===== src/rtl/stepper_ramp_and_position_control_assert.svh =====
// Assertion macros shared by the stepper controller RTL.
`ifndef STEPPER_RAMP_AND_POSITION_CONTROL_ASSERT_SVH
`define STEPPER_RAMP_AND_POSITION_CONTROL_ASSERT_SVH

// Same-cycle implication, disabled while in reset.
`define SRPC_ASSERT_IMP(label, clk, rst_n, ante, cons) \
  label: assert property (@(posedge clk) disable iff (!rst_n) (ante) |-> (cons)) \
    else $error("srpc: same-cycle check failed");

// Next-cycle implication, disabled while in reset.
`define SRPC_ASSERT_NXT(label, clk, rst_n, ante, cons) \
  label: assert property (@(posedge clk) disable iff (!rst_n) (ante) |=> (cons)) \
    else $error("srpc: next-cycle check failed");

`endif


===== src/rtl/srpc_pkg.sv =====
// Types, constants and codes shared by the stepper controller modules.
`default_nettype none
package srpc_pkg;

  localparam int FRAC_BITS   = 8;
  localparam int QUEUE_DEPTH = 4;

  localparam int TIME_W     = 32;
  localparam int RPM_W      = 20;
  localparam int SLOPE_W    = 22;
  localparam int TURNS_W    = 30;
  localparam int PERIOD_W   = 16;
  localparam int SPT_W      = 16;
  localparam int SPR_W      = 11;
  localparam int TONE_W     = 27;
  localparam int POS_W      = 32;
  localparam int TURN_FRAC  = 16;
  localparam int CFG_IDX_W  = 2;
  localparam int CFG_DATA_W = 16;
  localparam int IN_USER_W  = 3;
  localparam int IN_DATA_W  = 104;
  localparam int OUT_DATA_W = 88;

  // dt * slope is clamped to PROD_W bits, then divided by 1000 via reciprocal
  localparam int PROD_W     = 31;
  localparam int DELTA_W    = 22;
  localparam int DIV_SHIFT  = 41;
  localparam logic [31:0] DIV1000_MAGIC = 32'd2199023256;
  localparam logic [PROD_W-1:0] PROD_MAX = {PROD_W{1'b1}};
  localparam logic [TONE_W-1:0] TONE_MAX = {TONE_W{1'b1}};

  localparam logic [IN_USER_W-1:0] OP_TICK   = 3'd0;
  localparam logic [IN_USER_W-1:0] OP_START  = 3'd1;
  localparam logic [IN_USER_W-1:0] OP_ROTATE = 3'd2;
  localparam logic [IN_USER_W-1:0] OP_RESREF = 3'd3;
  localparam logic [IN_USER_W-1:0] OP_STOP   = 3'd4;

  localparam logic [CFG_IDX_W-1:0] REG_RAMP_PERIOD = 2'd0;
  localparam logic [CFG_IDX_W-1:0] REG_STEP_PERIOD = 2'd1;
  localparam logic [CFG_IDX_W-1:0] REG_STEPS_TURN  = 2'd2;
  localparam logic [CFG_IDX_W-1:0] REG_STEPS_RPM   = 2'd3;

  localparam logic [PERIOD_W-1:0] RAMP_PERIOD_RST = 16'd50;
  localparam logic [PERIOD_W-1:0] STEP_PERIOD_RST = 16'd2;
  localparam logic [SPT_W-1:0]    STEPS_TURN_RST  = 16'd14400;
  localparam logic [SPR_W-1:0]    STEPS_RPM_RST   = 11'd240;
  localparam logic [SLOPE_W-1:0]  SLOPE_RST       = SLOPE_W'(1) << FRAC_BITS;

  typedef enum logic [2:0] {
    CMD_NOP,
    CMD_TICK,
    CMD_START,
    CMD_ROTATE,
    CMD_RESREF,
    CMD_STOP
  } cmd_kind_t;

  typedef enum logic [1:0] {
    MODE_OFF     = 2'd0,
    MODE_IMPULSE = 2'd1,
    MODE_RATE    = 2'd2
  } mode_t;

  typedef enum logic [2:0] {
    BK_EXEC,
    BK_MUL,
    BK_DIV,
    BK_UPD,
    BK_TONE
  } bk_state_t;

  typedef struct packed {
    logic [PERIOD_W-1:0] ramp_period_ms;
    logic [PERIOD_W-1:0] step_period_ms;
    logic [SPT_W-1:0]    steps_per_turn;
    logic [SPR_W-1:0]    steps_per_sec_per_rpm;
  } cfg_t;

  typedef struct packed {
    cmd_kind_t                 kind;
    logic [TIME_W-1:0]         time_ms;
    logic signed [RPM_W-1:0]   target_rpm;
    logic [SLOPE_W-1:0]        ramp_rate;
    logic [POS_W-1:0]          goal_steps;
  } cmd_t;

  typedef struct packed {
    logic                      ramping;
    logic                      rotating;
    logic [POS_W-1:0]          position_steps;
    logic [RPM_W-1:0]          speed_rpm;
    logic [TONE_W-1:0]         step_rate;
    logic [1:0]                drive_mode;
    logic                      driver_enable;
    logic                      step_dir;
    logic                      step_pulse;
  } status_t;

endpackage
`default_nettype wire


===== src/rtl/srpc_front.sv =====
// Front end: decodes incoming requests and converts rotate targets to steps.
`default_nettype none
module srpc_front (
  input  wire logic [srpc_pkg::IN_USER_W-1:0] in_tuser,
  input  wire logic [srpc_pkg::IN_DATA_W-1:0] in_tdata,
  input  wire logic [srpc_pkg::SPT_W-1:0]     steps_per_turn,
  output srpc_pkg::cmd_t                      cmd
);

  logic signed [srpc_pkg::TURNS_W-1:0] turns;
  logic        [srpc_pkg::TURNS_W-1:0] turns_mag;
  logic        [srpc_pkg::TURNS_W+srpc_pkg::SPT_W-1:0] goal_prod;
  logic        [srpc_pkg::TURNS_W+srpc_pkg::SPT_W:0]   goal_round;
  logic        [srpc_pkg::POS_W-1:0]   goal_mag;
  srpc_pkg::cmd_kind_t                 kind;

  assign turns     = in_tdata[103:74];
  assign turns_mag = turns[srpc_pkg::TURNS_W-1] ? (srpc_pkg::TURNS_W'(0) - turns) : turns;
  assign goal_prod = (srpc_pkg::TURNS_W+srpc_pkg::SPT_W)'(turns_mag)
                   * (srpc_pkg::TURNS_W+srpc_pkg::SPT_W)'(steps_per_turn);
  // round half away from zero on the magnitude
  assign goal_round = (srpc_pkg::TURNS_W+srpc_pkg::SPT_W+1)'(goal_prod)
                    + ((srpc_pkg::TURNS_W+srpc_pkg::SPT_W+1)'(1) << (srpc_pkg::TURN_FRAC-1));
  assign goal_mag  = srpc_pkg::POS_W'(goal_round >> srpc_pkg::TURN_FRAC);

  always_comb begin
    case (in_tuser)
      srpc_pkg::OP_TICK:   kind = srpc_pkg::CMD_TICK;
      srpc_pkg::OP_START:  kind = srpc_pkg::CMD_START;
      srpc_pkg::OP_ROTATE: kind = srpc_pkg::CMD_ROTATE;
      srpc_pkg::OP_RESREF: kind = srpc_pkg::CMD_RESREF;
      srpc_pkg::OP_STOP:   kind = srpc_pkg::CMD_STOP;
      default:             kind = srpc_pkg::CMD_NOP;
    endcase
  end

  always_comb begin
    cmd.kind       = kind;
    cmd.time_ms    = in_tdata[31:0];
    cmd.target_rpm = in_tdata[51:32];
    cmd.ramp_rate  = in_tdata[73:52];
    cmd.goal_steps = turns[srpc_pkg::TURNS_W-1] ? (srpc_pkg::POS_W'(0) - goal_mag) : goal_mag;
  end

endmodule
`default_nettype wire


===== config.mk =====
export PLATFORM = sky130hd
export DESIGN_NAME = srpc_front
export DESIGN_NICKNAME = d
export VERILOG_FILES = /design/src/rtl/stepper_ramp_and_position_control_assert.svh /design/src/rtl/srpc_pkg.sv /design/src/rtl/srpc_front.sv
export SDC_FILE = /design/constraint.sdc
export NUM_CORES = 1
export LEC_CHECK = 0
export ABC_AREA = 1
export BUFFER_PORTS_ARGS = -buffer_cell sky130_fd_sc_hd__buf_2
export CORE_ASPECT_RATIO = 0.7
export CORE_UTILIZATION = 45
export DETAILED_ROUTE_END_ITERATION = 12
export GPL_TIMING_DRIVEN = 0
export SYNTH_ARGS = -nofsm -noshare
export SYNTH_HDL_FRONTEND = slang
export SYNTH_SLANG_ARGS = --single-unit

===== constraint.sdc =====
create_clock -name vclk -period 22.2
set_input_delay 1.11 -clock vclk [all_inputs]
set_output_delay 1.11 -clock vclk [all_outputs]
set_load 0.1 [all_outputs]

# After elaboration in Yosys (flattened, before gate mapping)
# Cells that the tools add are included.
# classes
n_eq_ne	4
n_addsub	3
reduce_logical	1
n_mul	1
muxes	3
# op_table
cell	n
$add A46 B16 Y47 const B	1
$mul A30 B16 Y46	1
$mux W32	1
$sub A1 B31 Y32 const A	1
$mux W30	1
$sub A1 B30 Y30 const A	1
$pmux W3 S5	1
$eq A3 B2 Y1 const B	2
$eq A3 B1 Y1 const B	1
$eq A3 B3 Y1 const B	1
$logic_not A3 Y1	1
# word_totals
wordCells	12
reg_bits	0
input_bits	123
output_inout_bits	109

# Logic depth before layout (Yosys ltp)
# depth
word_depth	6
ltp_mapped	48

# Worst setup path after synthesis
# No wires, ideal clock.
# synth_timing
path_kind	input-to-output
from	in in_tdata[74] in the netlist's numbering
to	out cmd[22] in the netlist's numbering
t_arrival_ns	9.665
path_buffers	2
setup_slack_ns	11.425
cell_stages	38
path_cell_list	buf_6 clkbuf_1 inv_1 ha_1 inv_1 nor3_2 nand2_1 nor3_4 nand2_2 o31ai_4 o21ai_2 xor2_1 clkinv_1 nand2_1 fa_1 fa_1 fa_1 inv_1 [2 not listed] inv_1 fa_1 inv_1 ha_1 nand2_1 nor2_1 nand2_1 nor2_1 nand2_1 nand3_2 xor2_2 nand2_1 nor2_1 nand4_2 nor2_4 nand2_1 nand2_2 xor2_1
# synth_rtl
item	line_no	rtl
from (decl)	srpc_front.sv:5	input wire logic [srpc_pkg::IN_DATA_W-1:0] in_tdata,
to (decl)	srpc_front.sv:7	output srpc_pkg::cmd_t cmd

==> out/results.txt <==
status = complete, but fails checks
failing checks = max-capacitance violations
Yosys top cell by area = fa_1
IO Port Bufs = 151
drt drc = 0
Buf/Inv on CP = 10
1st-pass router iterations = 6
fmax = 79.89 MHz
pin count of the biggest net entering global routing = 11
fin crit share = 0.5639
initial antenna violation count = 0
initial core utilization = 0.4567
Crit Path Class = in -> out
Placement Setup Slack = 9854 ps
unrepaired setup endpoints after global routing = no
final std cells w/o fill = 3,323
layout cells sized above 1 = 0.1126
total number of vias = 17.02k
antenna fix cells = 0
Synth cell types = 49
Register Area = 0 um^2
Die Wd = 245.7 um
DR WL/cell = 19.79 um
RePlAce Congestion = 1.016
Final Util = 0.4918
most frequent cells in the layout = nand2_1 (652), inv_1 (642), fa_1 (390)
YS warnings = 0
total I/O pin count = 232
syn avg cell area = 7.119 um^2
Most common cell on crit path = nand2_1
critical path launch point type = primary input
count of flip-flops and latches = 0
# resized after CTS = 0
iteration-0 DRC count of the detailed router = 1,514
Tmin final = 12,520 ps
endpoints failing hold = 0
Die Ht = 172.6 um
Worst EP arrival = 11,410 ps
critical path's slowest cell = xor2_1
die area = 0.04241 mm^2
max incr delay on CP = 930 ps
max cap viols = 1
antenna-violating nets left = 0
clkbuf count = 0
top cell type's share of synthesized area = 0.4173
CTS Hold Buffers Added = 0
CP max FO = 10
Hold Crit Class = in -> out
CP Capture Type = output port
Synth Net Count = 3,288
commonest non-fill, non-tap cell in the layout = nand2_1
post-DP HPWL = 56.96 mm
Final #Nets = 3,441
cell count after synthesis = 2,628
slew margin rel. = 0.009980
postcts setup bufs = 0
total negative slack = 0 ps
final wirelength = 65.76 mm
Area Growth Syn to Fin = 7.678%
Slew @ Worst Pin = 1474 ps
dpl cells = 3,323
Final WS setup = 9682 ps
synth top area cells = fa_1 (42%), nand2_1 (13%), inv_1 (13%), ha_1 (9.8%), nor2_1 (6.5%)
sequential fraction of the synthesis area = 0
vias per std cell = 5.123
core area = 0.04096 mm^2
gr ovfl total = 0
final setup violation count = 0
Slew Viols, Final = 0
vias in the first global route = 17.48k
row count = 62
global-route wire length before repair = 103.0 mm
worst endpoint required time = 21,090 ps
gr usage total = 0.3224
CP top delay family = adder cells
Syn Std Cell Area = 0.01871 mm^2
[layer usage]
layer,share of wire,track usage,vias up
met3,0.12,0.07885,80
met2,0.41,0.4638,805
met4,0.027,0.07039,2
met1,0.45,0.4849,8308
li1,-,-,7829
met5,0.0014,0.01584,-
[Yosys cell counts, types with 4 or more instances]
library cell,number
nand2_2,18
nand3b_1,7
xnor2_1,8
inv_2,6
ha_1,147
nand3_1,66
nand3_2,6
nand4_1,17
buf_4,74
buf_2,5
nor2_2,17
xor2_2,4
xor2_1,25
o21ai_0,36
nand2_1,652
inv_1,642
nor3_1,15
clkbuf_1,51
nor2_1,324
a21oi_1,51
fa_1,390
or2_2,10
o21bai_1,7
clkinv_1,8
[per-stage QoR]
step	instance area [um^2]	hold WS, ps
6_report	20140	2603
5_1_grt	20140	2605
4_1_cts	20140	2604
3_5_place_dp	20140	2604
3_3_place_gp	20140	2604
2_1_floorplan	18710	2432
[final cells by class]
| cell class | count | area [um^2] |
|---|---|---|
| plain buffers | 134 | 794.5 |
| fillers | 4260 | 20820 |
| inverters | 657 | 2469 |
| multi-input cells | 1837 | 15440 |
| well taps | 544 | 680.7 |
| repair buffers | 151 | 755.7 |
[worst paths after layout]
path  cells after the start  slack, ps    startpoint  endpoint
min                       2       2600  in_tdata[66]   cmd[46]
max                      39       9680  in_tdata[74]   cmd[28]
[logic make-up after synthesis]
kind of cell | Yosys count | synth area share
and+or+nand+nor | 1153 | 0.2560
buffers and inverters | 791 | 0.1744
adders and majority gates | 537 | 0.5156
AOI/OAI and AO/OA | 108 | 0.03264
xor gates and xnor gates | 39 | 0.02127
Power is not shown: default switching activity piles up to over one toggle a cycle in this logic, so the estimate is an artifact.
