--- config.mk ---
export PLATFORM = sky130hd
export DESIGN_NAME = srpc_queue
export DESIGN_NICKNAME = d
export VERILOG_FILES = /design/src/rtl/srpc_pkg.sv /design/src/rtl/srpc_queue.sv
export VERILOG_INCLUDE_DIRS = /design/src /design/src/rtl
export SDC_FILE = /design/constraint.sdc
export NUM_CORES = 1
export LEC_CHECK = 0
export ABC_CLOCK_PERIOD_IN_PS = 7050
export BUFFER_PORTS_ARGS = -buffer_cell sky130_fd_sc_hd__buf_2
export CAP_MARGIN = 0
export CORE_UTILIZATION = 61
export DETAILED_ROUTE_END_ITERATION = 8
export GPL_TIMING_DRIVEN = 0
export PLACE_DENSITY = 0.92
export SYNTH_ARGS = -nofsm -noshare
export SYNTH_HDL_FRONTEND = slang
export SYNTH_SLANG_ARGS = --single-unit
--- constraint.sdc ---
create_clock -name clk -period 7.05 [get_ports clk]
set_clock_uncertainty 0.15 [all_clocks]
set_input_delay 0.3525 -clock clk [delete_from_list [all_inputs] [get_ports clk]]
set_output_delay 0.3525 -clock clk [all_outputs]
set_load 0.05 [all_outputs]
--- src/rtl/stepper_ramp_and_position_control_assert.svh ---
// Assertion macros shared by the stepper controller RTL.
`ifndef STEPPER_RAMP_AND_POSITION_CONTROL_ASSERT_SVH
`define STEPPER_RAMP_AND_POSITION_CONTROL_ASSERT_SVH

// Same-cycle implication, disabled while in reset.
`define SRPC_ASSERT_IMP(label, clk, rst_n, ante, cons) \
  label: assert property (@(posedge clk) disable iff (!rst_n) (ante) |-> (cons)) \
    else $error("srpc: same-cycle check failed");

// Next-cycle implication, disabled while in reset.
`define SRPC_ASSERT_NXT(label, clk, rst_n, ante, cons) \
  label: assert property (@(posedge clk) disable iff (!rst_n) (ante) |=> (cons)) \
    else $error("srpc: next-cycle check failed");

`endif

--- src/rtl/srpc_pkg.sv ---
// Types, constants and codes shared by the stepper controller modules.
`default_nettype none
package srpc_pkg;

  localparam int FRAC_BITS   = 8;
  localparam int QUEUE_DEPTH = 4;

  localparam int TIME_W     = 32;
  localparam int RPM_W      = 20;
  localparam int SLOPE_W    = 22;
  localparam int TURNS_W    = 30;
  localparam int PERIOD_W   = 16;
  localparam int SPT_W      = 16;
  localparam int SPR_W      = 11;
  localparam int TONE_W     = 27;
  localparam int POS_W      = 32;
  localparam int TURN_FRAC  = 16;
  localparam int CFG_IDX_W  = 2;
  localparam int CFG_DATA_W = 16;
  localparam int IN_USER_W  = 3;
  localparam int IN_DATA_W  = 104;
  localparam int OUT_DATA_W = 88;

  // dt * slope is clamped to PROD_W bits, then divided by 1000 via reciprocal
  localparam int PROD_W     = 31;
  localparam int DELTA_W    = 22;
  localparam int DIV_SHIFT  = 41;
  localparam logic [31:0] DIV1000_MAGIC = 32'd2199023256;
  localparam logic [PROD_W-1:0] PROD_MAX = {PROD_W{1'b1}};
  localparam logic [TONE_W-1:0] TONE_MAX = {TONE_W{1'b1}};

  localparam logic [IN_USER_W-1:0] OP_TICK   = 3'd0;
  localparam logic [IN_USER_W-1:0] OP_START  = 3'd1;
  localparam logic [IN_USER_W-1:0] OP_ROTATE = 3'd2;
  localparam logic [IN_USER_W-1:0] OP_RESREF = 3'd3;
  localparam logic [IN_USER_W-1:0] OP_STOP   = 3'd4;

  localparam logic [CFG_IDX_W-1:0] REG_RAMP_PERIOD = 2'd0;
  localparam logic [CFG_IDX_W-1:0] REG_STEP_PERIOD = 2'd1;
  localparam logic [CFG_IDX_W-1:0] REG_STEPS_TURN  = 2'd2;
  localparam logic [CFG_IDX_W-1:0] REG_STEPS_RPM   = 2'd3;

  localparam logic [PERIOD_W-1:0] RAMP_PERIOD_RST = 16'd50;
  localparam logic [PERIOD_W-1:0] STEP_PERIOD_RST = 16'd2;
  localparam logic [SPT_W-1:0]    STEPS_TURN_RST  = 16'd14400;
  localparam logic [SPR_W-1:0]    STEPS_RPM_RST   = 11'd240;
  localparam logic [SLOPE_W-1:0]  SLOPE_RST       = SLOPE_W'(1) << FRAC_BITS;

  typedef enum logic [2:0] {
    CMD_NOP,
    CMD_TICK,
    CMD_START,
    CMD_ROTATE,
    CMD_RESREF,
    CMD_STOP
  } cmd_kind_t;

  typedef enum logic [1:0] {
    MODE_OFF     = 2'd0,
    MODE_IMPULSE = 2'd1,
    MODE_RATE    = 2'd2
  } mode_t;

  typedef enum logic [2:0] {
    BK_EXEC,
    BK_MUL,
    BK_DIV,
    BK_UPD,
    BK_TONE
  } bk_state_t;

  typedef struct packed {
    logic [PERIOD_W-1:0] ramp_period_ms;
    logic [PERIOD_W-1:0] step_period_ms;
    logic [SPT_W-1:0]    steps_per_turn;
    logic [SPR_W-1:0]    steps_per_sec_per_rpm;
  } cfg_t;

  typedef struct packed {
    cmd_kind_t                 kind;
    logic [TIME_W-1:0]         time_ms;
    logic signed [RPM_W-1:0]   target_rpm;
    logic [SLOPE_W-1:0]        ramp_rate;
    logic [POS_W-1:0]          goal_steps;
  } cmd_t;

  typedef struct packed {
    logic                      ramping;
    logic                      rotating;
    logic [POS_W-1:0]          position_steps;
    logic [RPM_W-1:0]          speed_rpm;
    logic [TONE_W-1:0]         step_rate;
    logic [1:0]                drive_mode;
    logic                      driver_enable;
    logic                      step_dir;
    logic                      step_pulse;
  } status_t;

endpackage
`default_nettype wire

--- src/rtl/srpc_queue.sv ---
// Short request queue between the front end and the execution back end.
`default_nettype none
`include "stepper_ramp_and_position_control_assert.svh"
module srpc_queue #(
  parameter int DEPTH = srpc_pkg::QUEUE_DEPTH
) (
  input  wire logic           clk,
  input  wire logic           rst_n,
  input  wire logic           push_valid,
  output logic                push_ready,
  input  wire srpc_pkg::cmd_t push_cmd,
  output logic                pop_valid,
  input  wire logic           pop,
  output srpc_pkg::cmd_t      pop_cmd
);

  localparam int PTR_W = (DEPTH > 1) ? $clog2(DEPTH) : 1;
  localparam int CNT_W = $clog2(DEPTH + 1);

  srpc_pkg::cmd_t   entry_r [DEPTH];
  logic [PTR_W-1:0] wr_ptr_r, wr_ptr_nxt;
  logic [PTR_W-1:0] rd_ptr_r, rd_ptr_nxt;
  logic [CNT_W-1:0] count_r, count_nxt;
  logic             push;
  logic             pull;

  assign push_ready = (count_r != CNT_W'(DEPTH));
  assign pop_valid  = (count_r != '0);
  assign push       = push_valid && push_ready;
  assign pull       = pop && pop_valid;
  assign pop_cmd    = entry_r[rd_ptr_r];

  always_comb begin
    wr_ptr_nxt = wr_ptr_r;
    rd_ptr_nxt = rd_ptr_r;
    count_nxt  = count_r;
    if (push) begin
      wr_ptr_nxt = (wr_ptr_r == PTR_W'(DEPTH-1)) ? '0 : wr_ptr_r + PTR_W'(1);
    end
    if (pull) begin
      rd_ptr_nxt = (rd_ptr_r == PTR_W'(DEPTH-1)) ? '0 : rd_ptr_r + PTR_W'(1);
    end
    case ({push, pull})
      2'b10:   count_nxt = count_r + CNT_W'(1);
      2'b01:   count_nxt = count_r - CNT_W'(1);
      default: count_nxt = count_r;
    endcase
  end

  always_ff @(posedge clk) begin
    if (!rst_n) begin
      wr_ptr_r <= '0;
      rd_ptr_r <= '0;
      count_r  <= '0;
    end else begin
      wr_ptr_r <= wr_ptr_nxt;
      rd_ptr_r <= rd_ptr_nxt;
      count_r  <= count_nxt;
    end
  end

  always_ff @(posedge clk) begin
    if (push) begin
      entry_r[wr_ptr_r] <= push_cmd;
    end
  end

  `SRPC_ASSERT_IMP(a_count_bound, clk, rst_n, 1'b1, count_r <= CNT_W'(DEPTH))
  `SRPC_ASSERT_NXT(a_push_grows, clk, rst_n, push && !pull, count_r == $past(count_r) + CNT_W'(1))

endmodule
`default_nettype wire

# Yosys cells after proc, flatten, opt, wreduce, memory -nomap -nowiden
# Memories as Yosys holds them, arrays and structs flattened. A register that Yosys moved wholly into a read port is not among the register bits.
# Index checks and enable logic that the tools add are counted.
# totals
word_cells	24
n_memories	1
out_inout_bits	111
register_bits	7
mem_bits_rw	436
# classes
n_mux	7
n_eq_ne	5
n_reduce_logical	4
addsub	4
# memory_table
name	words	width	read_ports	rd_ports_with_merged_regs	write_ports	line_no	source
entry_r	4	109	1	1	1	srpc_queue.sv:20	srpc_pkg::cmd_t entry_r [DEPTH];
# ops
op	count
$mux W2	4
$eq A2 B2 Y1 const B	3
$pmux W3 S2	1
$add A2 B1 Y2 const B	2
$add A3 B1 Y3 const B	1
$ne A3 B3 Y1 const B	1
$reduce_bool A3 Y1	1
$sub A3 B1 Y3 const B	1
$eq A2 B1 Y1 const B	1
$logic_and A1 B1 Y1	2
$mux W1	2
$reduce_bool A2 Y1	1

# Logic depth before layout (Yosys ltp)
# Gate-level depths: netlist of run 1.
# logic_depth
word_depth	4
mapped_depth	10

# Least setup slack after synthesis of run 1
# No wires, ideal clock.
# synth_path
kind	flip-flop to flip-flop
from	reg count_r[0]
to	mem entry_r[0][0] (netlist bit) (enable)
stages_incl_launch_ff	4
required_time_ns	6.419
period_less_slack_ns	4.024
arrival_ns	3.392
path_slack_ns	3.026
cell_sequence	dfxtp_1 -> or3b_1 -> buf_2 -> and3_1
# synth_between
elab_chain_cells	4
# synth_rtl
element	line_no	source
start, declared	srpc_queue.sv:23	logic [CNT_W-1:0] count_r, count_nxt;
start signal, assigned	srpc_queue.sv:58	count_r <= count_nxt;
$ne A3 B3 Y1	srpc_queue.sv:27	assign push_ready = (count_r != CNT_W'(DEPTH));
via push_ready	srpc_queue.sv:10	output logic push_ready,
$logic_and A1 B1 Y1	srpc_queue.sv:29	assign push = push_valid && push_ready;
$mux W1	srpc_queue.sv:63	if (push) begin
$mux W1 (implied by the code)	srpc_queue.sv:64	entry_r[wr_ptr_r] <= push_cmd;
end, declared	srpc_queue.sv:20	
# The timed path passes the listed nets, and every way through them passes these cells.

==> metrics.yaml, run 1 <==
status: "finished clean"
die_area_um2: 27200
start_util_pct: 62.1
whs_ns: 0.0365
hold_viol: 0
cts.clk_slew.worst_paths_ns: 0.06
avgViaCountPerCell: 5.78
layout.nets: 1130
r2r_start: "count_r[2]"
die_x_um: 165
cp-start-kind: "flop"
clock_tree.buffer_depth: 3
wl_mm: 34.3
yosys.area_share.simple_pct: 0.704
grt_pass1_wl_mm: 50.0
fin_crit_sh_pct: 41.8
drt-pass1-iter-count: 5
yosysWarnings: 0
grt_max_degree: 57
synthDistinctLibCells: 27
slew_headroom_pct: 43.6
drive_above_1_share_pct: 40.3
rsz0062_at_grt: "no"
cts.sinks: 445
whs_endpoint: "wr_ptr_r[0]"
worst_pin_slew_ns: 0.847
hold_depth: 3
cts-resized-gates: 0
drv_cap: 0
synthCells: 625
synth.mux.area_fraction_pct: 15.2
root_buffer: "clkbuf_16"
min_from: "push_valid"
synth_area_um2: 16200
clk_latency_ns: 0.52
coreArea_um2: 26100
gp_congestion: 0.727
arrival_ns: 2.44
vdd_drop_max_mv: 0.356
cpMostUsedCell: "buf_2"
cts_made_buffers: 43
p_per_area_nw_per_um2: 393
num_rows: 59
tns_ns: 0
gr-usage-all-layers_pct: 25.6
cpPeakStageDelay_ns: 0.61
drv_slew: 0
avgSynthCellArea_um2: 25.9
port_buffers: 223
r2r-end: "count_r[2]"
pin_count: 224
ant_nets: 0
area_growth_pct: 26.6
fp.dieH_um: 165
crit_chain: "buf_2, clkbuf_1, mux4_2, buf_2"
path_max_fanout: 10
cp_slowest_cell: "clkbuf_1"
synth_top_family_by_area: "multiplexers"
path_class: "flop to output port"
syn_nets: 745
drtIter0Drc: 722
setup_viol: 0
required_ns: 6.55
cts_tree: "built"
vias: 7982
synth_xor_area_share_pct: 0.108
min_period_ns: 2.94
synth_compound_area_share_pct: 0.248
fmax_mhz: 340
worstSetupEndpointType: "output port"
p_leak_nw: 7.00
synth_fa_ha_area_share_pct: 0.588
ys_ff_latch: 445
ys_seq_area_share_pct: 82.1
wl_per_cell_um: 24.8
grt_pass1_vias: 8834
hpwl_mm: 19.3
reg2reg_slack_ns: 4.41
hold_class: "input pin to flop"
r2r_cells: 10
htreeDepth: 2
gr-total-overflow: 0
antenna_found_initial: 3
route.detailed.drc: 0
routing by layer:
metal | share of wire, % | global-route usage (%) | vias to the layer above
met5 | 0 | 0 | -
met4 | 2.8 | 9.05 | 0
met3 | 7.3 | 6.45 | 73
met2 | 53 | 45.6 | 341
met1 | 37 | 30.4 | 4105
li1 | - | - | 3463
stage by stage:
step           power (W)  cell area [µm²]  util, %  worst slack (ns)  instances
5_1_grt          0.00829            20500     78.6              4.05       1381
6_report         0.00804            20500     78.6              4.11       1381
3_3_place_gp     0.00561            17700     68.0              1.37       1183
2_1_floorplan    0.00510            16200        -              3.03        625
4_1_cts          0.00807            20500     78.5              4.08       1378
3_5_place_dp     0.00565            17900     68.7              4.44       1190
registers in the layout (all words and copies together), names as in the netlist, named ones only:
name	count
count_r	3
rd_ptr_r	2
wr_ptr_r	2
entry_r	436
cells in the mapped netlist:
cell type | n | share of area, %
ha_1 | 6 | 0.46
mux2i_1 | 1 | 0.062
and3_1 | 4 | 0.15
o21ai_1 | 1 | 0.031
dfxtp_1 | 9 | 1.1
nand3_1 | 2 | 0.062
edfxtp_1 | 436 | 81
fa_1 | 1 | 0.12
mux4_2 | 109 | 15
xor2_1 | 1 | 0.054
nand4_1 | 1 | 0.039
and2_4 | 1 | 0.054
nor2_1 | 2 | 0.046
inv_1 | 7 | 0.16
a21boi_0 | 1 | 0.046
xnor2_1 | 1 | 0.054
nand2_1 | 6 | 0.14
o21ai_0 | 4 | 0.12
or3b_1 | 1 | 0.054
and2_1 | 2 | 0.077
o31ai_1 | 1 | 0.046
or3_1 | 2 | 0.077
buf_6 | 2 | 0.14
clkbuf_1 | 10 | 0.23
buf_4 | 1 | 0.046
buf_2 | 12 | 0.37
buf_8 | 1 | 0.093
critical path, delay by kind of cell, from the launching register on:
family | cells | cell delay, ns
flip-flops | 1 | 0.30
buffers and inverters | 3 | 1.14
multiplexers | 1 | 0.47
cells in the final DEF, fill, tap and decap left out, drive strengths merged:
master and n:
buf 246, o21ai 5, or3 2, edfxtp 436
o31ai 1, dlygate4sd3 110, bufinv 8, fa 1
clkbuf 63, a21boi 1, or3b 1, nand2 6
mux2i 1, and3 4, xor2 1, clkinvlp 3
dfxtp 9, ha 6, nand4 1, inv 7
nand3 2, clkinv 14, xnor2 1, nor2 2
and2 3, diode 3, mux4 109
where the power goes:
group	total [W]	switching [W]	internal [W]
logic	0.00240	0.00165	0.000750
clock network	0.00238	0.000924	0.00146
registers	0.00326	0.0000768	0.00318
total	0.00804	0.00265	0.00539
logic make-up (layout without fill, tap and decap cells):
family                     Yosys count  in the layout
AOI/OAI and AO/OA                    7              7
xor gates and xnor gates             2              2
adders and majority gates            7              7
buffers and inverters               33            451
DFF                                445            445
muxes                              110            110
other                                0              3
and+or+nand+nor                     21             21
area by class of cell:
class                   count  area (µm²)
fillers                  1227        5580
clock inverters            25         320
repair buffers            340        2380
flip-flops and latches    445       13300
inverters                   7        26.3
plain buffers              26         143
well taps                 335         419
clock buffers              53        1160
multi-input cells         147        2750
diodes                      3        7.51
how the worst max path moves through the flow:
stage / start / endpoint / slack (ns)
after floorplan: count_r[0] / entry_r[0][0] / 3.03
after global placement: count_r[0] / entry_r[1][10] / 1.37
after detailed placement: count_r[1] / count_r[2] / 4.44
after CTS: flop / pop_cmd[76] / 4.08
after global routing: flop / pop_cmd[29] / 4.05
final: flop / pop_cmd[76] / 4.11
what timing repair did:
action / in CTS / in global routing
setup endpoints to repair: 0 / 0
hold buffers: 110 / 0
buffers inserted: 0 / 0
hold endpoints to repair: 437 / 0
Note: power is estimated with default switching activity, not from simulation.
==> run 2: changes to the inputs <==
--- a/config.mk
+++ b/config.mk
@@ -6,13 +6,13 @@
 export SDC_FILE = /design/constraint.sdc
 export NUM_CORES = 1
 export LEC_CHECK = 0
-export ABC_CLOCK_PERIOD_IN_PS = 7050
+export ABC_CLOCK_PERIOD_IN_PS = 2730
 export BUFFER_PORTS_ARGS = -buffer_cell sky130_fd_sc_hd__buf_2
 export CAP_MARGIN = 0
-export CORE_UTILIZATION = 61
+export CORE_UTILIZATION = 57
 export DETAILED_ROUTE_END_ITERATION = 8
 export GPL_TIMING_DRIVEN = 0
-export PLACE_DENSITY = 0.92
+export PLACE_DENSITY = 0.87
 export SYNTH_ARGS = -nofsm -noshare
 export SYNTH_HDL_FRONTEND = slang
 export SYNTH_SLANG_ARGS = --single-unit
==> constraint.sdc (replaced) <==
create_clock -name clk -period 2.73 [get_ports clk]
set_clock_uncertainty 0.15 [all_clocks]
set_input_delay 0.1365 -clock clk [delete_from_list [all_inputs] [get_ports clk]]
set_output_delay 0.1365 -clock clk [all_outputs]
set_load 0.05 [all_outputs]
==> run 2 against run 1 <==
Against the previous run: power rose to 2.5 times the previous value; clock power up 140%; sequential power rose to 2.6 times the previous value; non-clock buffer count up 4; largest power group unchanged; sequential cell count unchanged; count of clock-buffer cells in the layout up 5; sequential share of layout area about the same; combinational power rose to 2.6 times the previous value; global-route usage down 2.3 points; hold slack better by 0.18 ns; die area up 6.9%.
==> metrics.yaml, run 2 (synthesized netlist as in run 1, its figures left out) <==
slew_headroom_pct: 57.8
final_area_um2: 20500
vias: 8022
wl_per_cell_um: 23.2
layout.nets: 1136
status: "finished clean"
hpwl_mm: 19.1
top_register: "entry_r"
r2r_start: "count_r[2]"
arrival_ns: 2.93
rsz0062_at_grt: "yes"
p_per_area_nw_per_um2: 995
cts.clk_slew.worst_paths_ns: 0.06
fin_crit_sh_pct: 96.9
port_buffers: 223
drv_slew: 0
hold_depth: 2
cts_made_buffers: 45
drive_above_1_share_pct: 40.7
worst_pin_slew_ns: 0.632
grt_pass1_vias: 8660
gr-usage-met2_pct: 40.6
die_x_um: 170
min_from: "push_cmd[62]"
start_util_pct: 58.1
r2r_cells: 10
coreArea_um2: 27900
die_area_um2: 29100
met3_usage_pct: 5.40
area_growth_pct: 26.8
fmax_mhz: 378
final_common_cell: "edfxtp_1"
drtIter0Drc: 752
hold_class: "input pin to flop"
min_period_ns: 2.64
hold_viol: 0
grt.busiest_layer: "met2"
fp.dieH_um: 170
clock_tree.buffer_depth: 3
vdd_drop_max_mv: 0.811
cts.sinks: 445
reg2reg_slack_ns: 0.09
drv_cap: 0
dpl_cell_area_um2: 18000
gr-usage-all-layers_pct: 23.3
whs_endpoint: "entry_r[2][62]"
whs_ns: 0.215
cp-start-kind: "flop"
reg_top3: "entry_r (436), count_r (3)"
required_ns: 3.02
worstSetupEndpointType: "flop"
gr-total-overflow: 0
wl_mm: 33.0
route.detailed.drc: 0
drt-pass1-iter-count: 7
p_leak_nw: 6.99
regArea_um2: 13300
clk_latency_ns: 0.52
pin_count: 224
most-common-layout-cells: "edfxtp_1, buf_2, dlygate4sd3_1"
cts_setup_buffers: 0
htreeDepth: 2
grt_pass1_wl_mm: 49.5
path_class: "flop to flop"
gp_congestion: 0.687
root_buffer: "clkbuf_16"
avgViaCountPerCell: 5.64
setup_viol: 0
r2r-end: "count_r[2]"
multi_input_area_um2: 2760
cts_tree: "built"
largest_reg_flops: 436
fillers: 1492
ant_nets: 0
grt_max_degree: 45
gr-usage-met1_pct: 29.5
path_max_fanout: 7
crit_path_start: "count_r[2]"
antenna_found_initial: 1
num_rows: 61
[run 2: cell types whose count changed in the layout (fill, tap and decap cells not counted), moves of 3 or more]
| cell | delta |
|---|---|
| dlygate4sd3_1 | +3 |
| dfxtp_1 | -3 |
| clkinv_1 | -5 |
| bufinv_16 | -4 |
[run 2: final cells by class]
class | count | share of cell area, %
Antenna cell | 1 | 0.0122
Clock inverter | 16 | 0.891
Buffer | 26 | 0.732
Sequential cell | 445 | 64.8
Tap cell | 378 | 2.31
Timing Repair Buffer | 344 | 11.9
Inverter | 7 | 0.128
Clock buffer | 58 | 5.78
Multi-Input combinational cell | 147 | 13.4
[run 2: routing by layer]
metal  vias up  routed length, µm
met1      4160              12800
met3        55               2180
met5         -                  0
met4         0                744
met2       336              17300
li1       3471                  -
[run 2: repair_timing]
item	in CTS	in global routing
hold endpoints to repair	444	0
hold buffers	113	0
pin swaps	0	1
setup endpoints to repair	1	20
gates resized for setup	1	12
[run 2: through the flow]
stage               utilization, %  TNS (ns)  cells  power, W  setup slack (ns)
detailed placement            64.5         0   1234    0.0146            0.0447
floorplan                        -    -27.90    625    0.0131           -0.0640
global placement              63.8   -359.09   1226    0.0144            -0.852
CTS                           73.5         0   1421    0.0205           0.00526
finish                        73.6         0   1422    0.0204            0.0850
global route                  73.6  -0.00460   1421    0.0211          -0.00460
[run 2: report_power, final]
part           switching [W]  leakage (nW)  internal, W
Clock                0.00236         0.660      0.00342
Sequential          0.000185          4.08      0.00823
Combinational        0.00425          2.25      0.00196
[run 2: worst max-delay path by stage]
stage | to | slack (ns) | cells after the start
after floorplan | entry_r[0][0] | -0.06 | 3
after global placement | entry_r[1][4] | -0.85 | 3
after detailed placement | count_r[2] | 0.04 | 10
after CTS | count_r[2] | 0.005 | 10
after global routing | count_r[2] | -0.005 | 10
final | count_r[2] | 0.09 | 10
[run 2: critical path, cell delays in order, from the launching register on]
cell and delay (ns):
dfxtp_4 0.37, or3b_4 0.38, buf_4 0.17, and2_4 0.18
inv_1 0.06, ha_2 0.19, inv_1 0.06, fa_1 0.38
xor2_1 0.18, or3_1 0.31, a21boi_1 0.14
==> run 3: changes to the inputs <==
--- a/config.mk
+++ b/config.mk
@@ -9,10 +9,11 @@
 export ABC_CLOCK_PERIOD_IN_PS = 2730
 export BUFFER_PORTS_ARGS = -buffer_cell sky130_fd_sc_hd__buf_2
 export CAP_MARGIN = 0
-export CORE_UTILIZATION = 57
+export CORE_UTILIZATION = 59
+export CTS_BUF_LIST = sky130_fd_sc_hd__clkbuf_2 sky130_fd_sc_hd__clkbuf_4 sky130_fd_sc_hd__clkbuf_8
 export DETAILED_ROUTE_END_ITERATION = 8
 export GPL_TIMING_DRIVEN = 0
-export PLACE_DENSITY = 0.87
+export PLACE_DENSITY = 0.9
 export SYNTH_ARGS = -nofsm -noshare
 export SYNTH_HDL_FRONTEND = slang
 export SYNTH_SLANG_ARGS = --single-unit
==> run 3 against run 2 <==
Against the previous run: wire length decreased by 1.0%; power decreased by 3.3%; design area decreased by 0.77%; critical path type is now flop to output port; fmax decreased by 2.0%; largest cell class unchanged; die area decreased by 3.4%; setup slack got worse by 0.055 ns; register-to-register slack improved by 0.09 ns; count of clock-buffer cells in the layout increased by 35; first-iteration DRC count decreased by 5.3%; cell count about the same; sequential share of layout area increased by 0.47 points; critical path depth decreased by 6.
==> metrics.yaml, run 3 (synthesized netlist as in run 1, its figures left out) <==
top_register: "entry_r"
cts_setup_buffers: 0
hpwl_mm: 18.5
clock_tree.buffer_depth: 3
drtIter0Drc: 712
start_util_pct: 60.0
p_total_w: 0.0197
root_buffer: "clkbuf_8"
setup_viol: 0
die_area_um2: 28100
path_max_fanout: 10
arrival_ns: 2.41
pin_count: 224
port_buffers: 223
slew_headroom_pct: 58.4
drive_above_1_share_pct: 43.0
wl_mm: 32.7
cts_tree: "built"
final_common_cell: "edfxtp_1"
grt_pass1_vias: 8927
drt-pass1-iter-count: 5
reg_top3: "entry_r (436), count_r (3)"
area_growth_pct: 25.8
setup_slack_ns: 0.0305
fmax_mhz: 370
die_x_um: 168
rsz0062_at_grt: "yes"
cts_made_buffers: 68
fp.dieH_um: 168
fin_crit_sh_pct: 98.9
grt_max_degree: 44
most-common-layout-cells: "edfxtp_1, buf_2, dlygate4sd3_1"
status: "finished clean"
wl_per_cell_um: 23.0
required_ns: 2.44
drv_slew: 0
cts.sinks: 445
gr-total-overflow: 0
p_leak_nw: 6.98
path_class: "flop to output port"
coreArea_um2: 27000
p_per_area_nw_per_um2: 970
hold_class: "input pin to flop"
hold_viol: 0
worstSetupEndpointType: "output port"
gp_congestion: 0.697
worst_pin_slew_ns: 0.625
num_rows: 60
clk_latency_ns: 0.55
cts.clk_slew.worst_paths_ns: 0.06
cp-start-kind: "flop"
vdd_drop_max_mv: 0.667
ant_nets: 0
min_period_ns: 2.70
route.detailed.drc: 0
grt_pass1_wl_mm: 49.7
gr-usage-all-layers_pct: 23.9
layout.nets: 1158
place_ws_ns: 0.199
htreeDepth: 3
largest_reg_flops: 436
vias: 8112
antenna_found_initial: 0
drv_cap: 0
avgViaCountPerCell: 5.70
run 3: cell types whose count changed in the layout (fill, tap and decap cells not counted), moves of 4 or more:
cell	previous run	this run
clkbuf_8	1	69
clkbuf_4	1	24
clkinv_1	5	9
clkbuf_16	45	0
buf_1	0	4
clkbuf_1	20	5
run 3: per-layer routing:
layer / share of wire [%] / vias to the layer above / GRT usage, %
met5: 0 / - / 0
met4: 2.2 / 0 / 9.05
met3: 6.4 / 70 / 4.80
met2: 53 / 345 / 41.0
met1: 38 / 4179 / 30.6
li1: - / 3518 / -
run 3: path summary, 6_finish.rpt:
kind	cells past startpoint	slack, ns	startpoint	to
setup reg to reg	10	0.18	count_r[2]	count_r[2]
setup / recovery	4	0.03	flop	pop_cmd[26]
hold reg to reg	2	0.36	wr_ptr_r[1]	wr_ptr_r[1]
hold / removal	2	0.17	push_cmd[65]	entry_r[0][65]
run 3: area by class of cell:
type                       instances  area, µm²
sequential                       445      13300
fill                            1364       6610
multi-input combinational        147       2750
timing repair buffer             344       2440
clock buffer                      93       1130
tap                              341        427
clock inverter                    20        149
buffer                            25        139
inverter                           7       26.3
antenna                            1       2.50
run 3: critical path, cell delays in order (launching register included):
cell      delay (ns)
dfxtp_1         0.30
buf_2           0.34
clkbuf_1        0.53
mux4_2          0.44
buf_2           0.23
run 3: repair_timing:
item                       4_1_cts  5_1_grt
resized for setup                1        4
hold endpoints to repair       445        0
setup endpoints to repair       11       80
hold buffers                   113        0
run 3: per-stage QoR:
stage                     instance area [µm²]  std cells  hold slack, ns  TNS [ns]  utilization (%)
after floorplan                         16200        625          0.0854    -27.90                -
after global placement                  17700       1189           0.197   -357.49             65.8
after detailed placement                17900       1197           0.203         0             66.5
after CTS                               20300       1422           0.123         0             75.5
after global routing                    20300       1422           0.149     -3.25             75.5
final                                   20300       1423           0.174         0             75.5
run 3: power by group:
group | internal, W | total [W] | leakage (nW) | switching [W]
sequential | 0.00822 | 0.00840 | 4.07 | 0.000175
combinational | 0.00194 | 0.00614 | 2.24 | 0.00420
clock | 0.00279 | 0.00520 | 0.670 | 0.00241
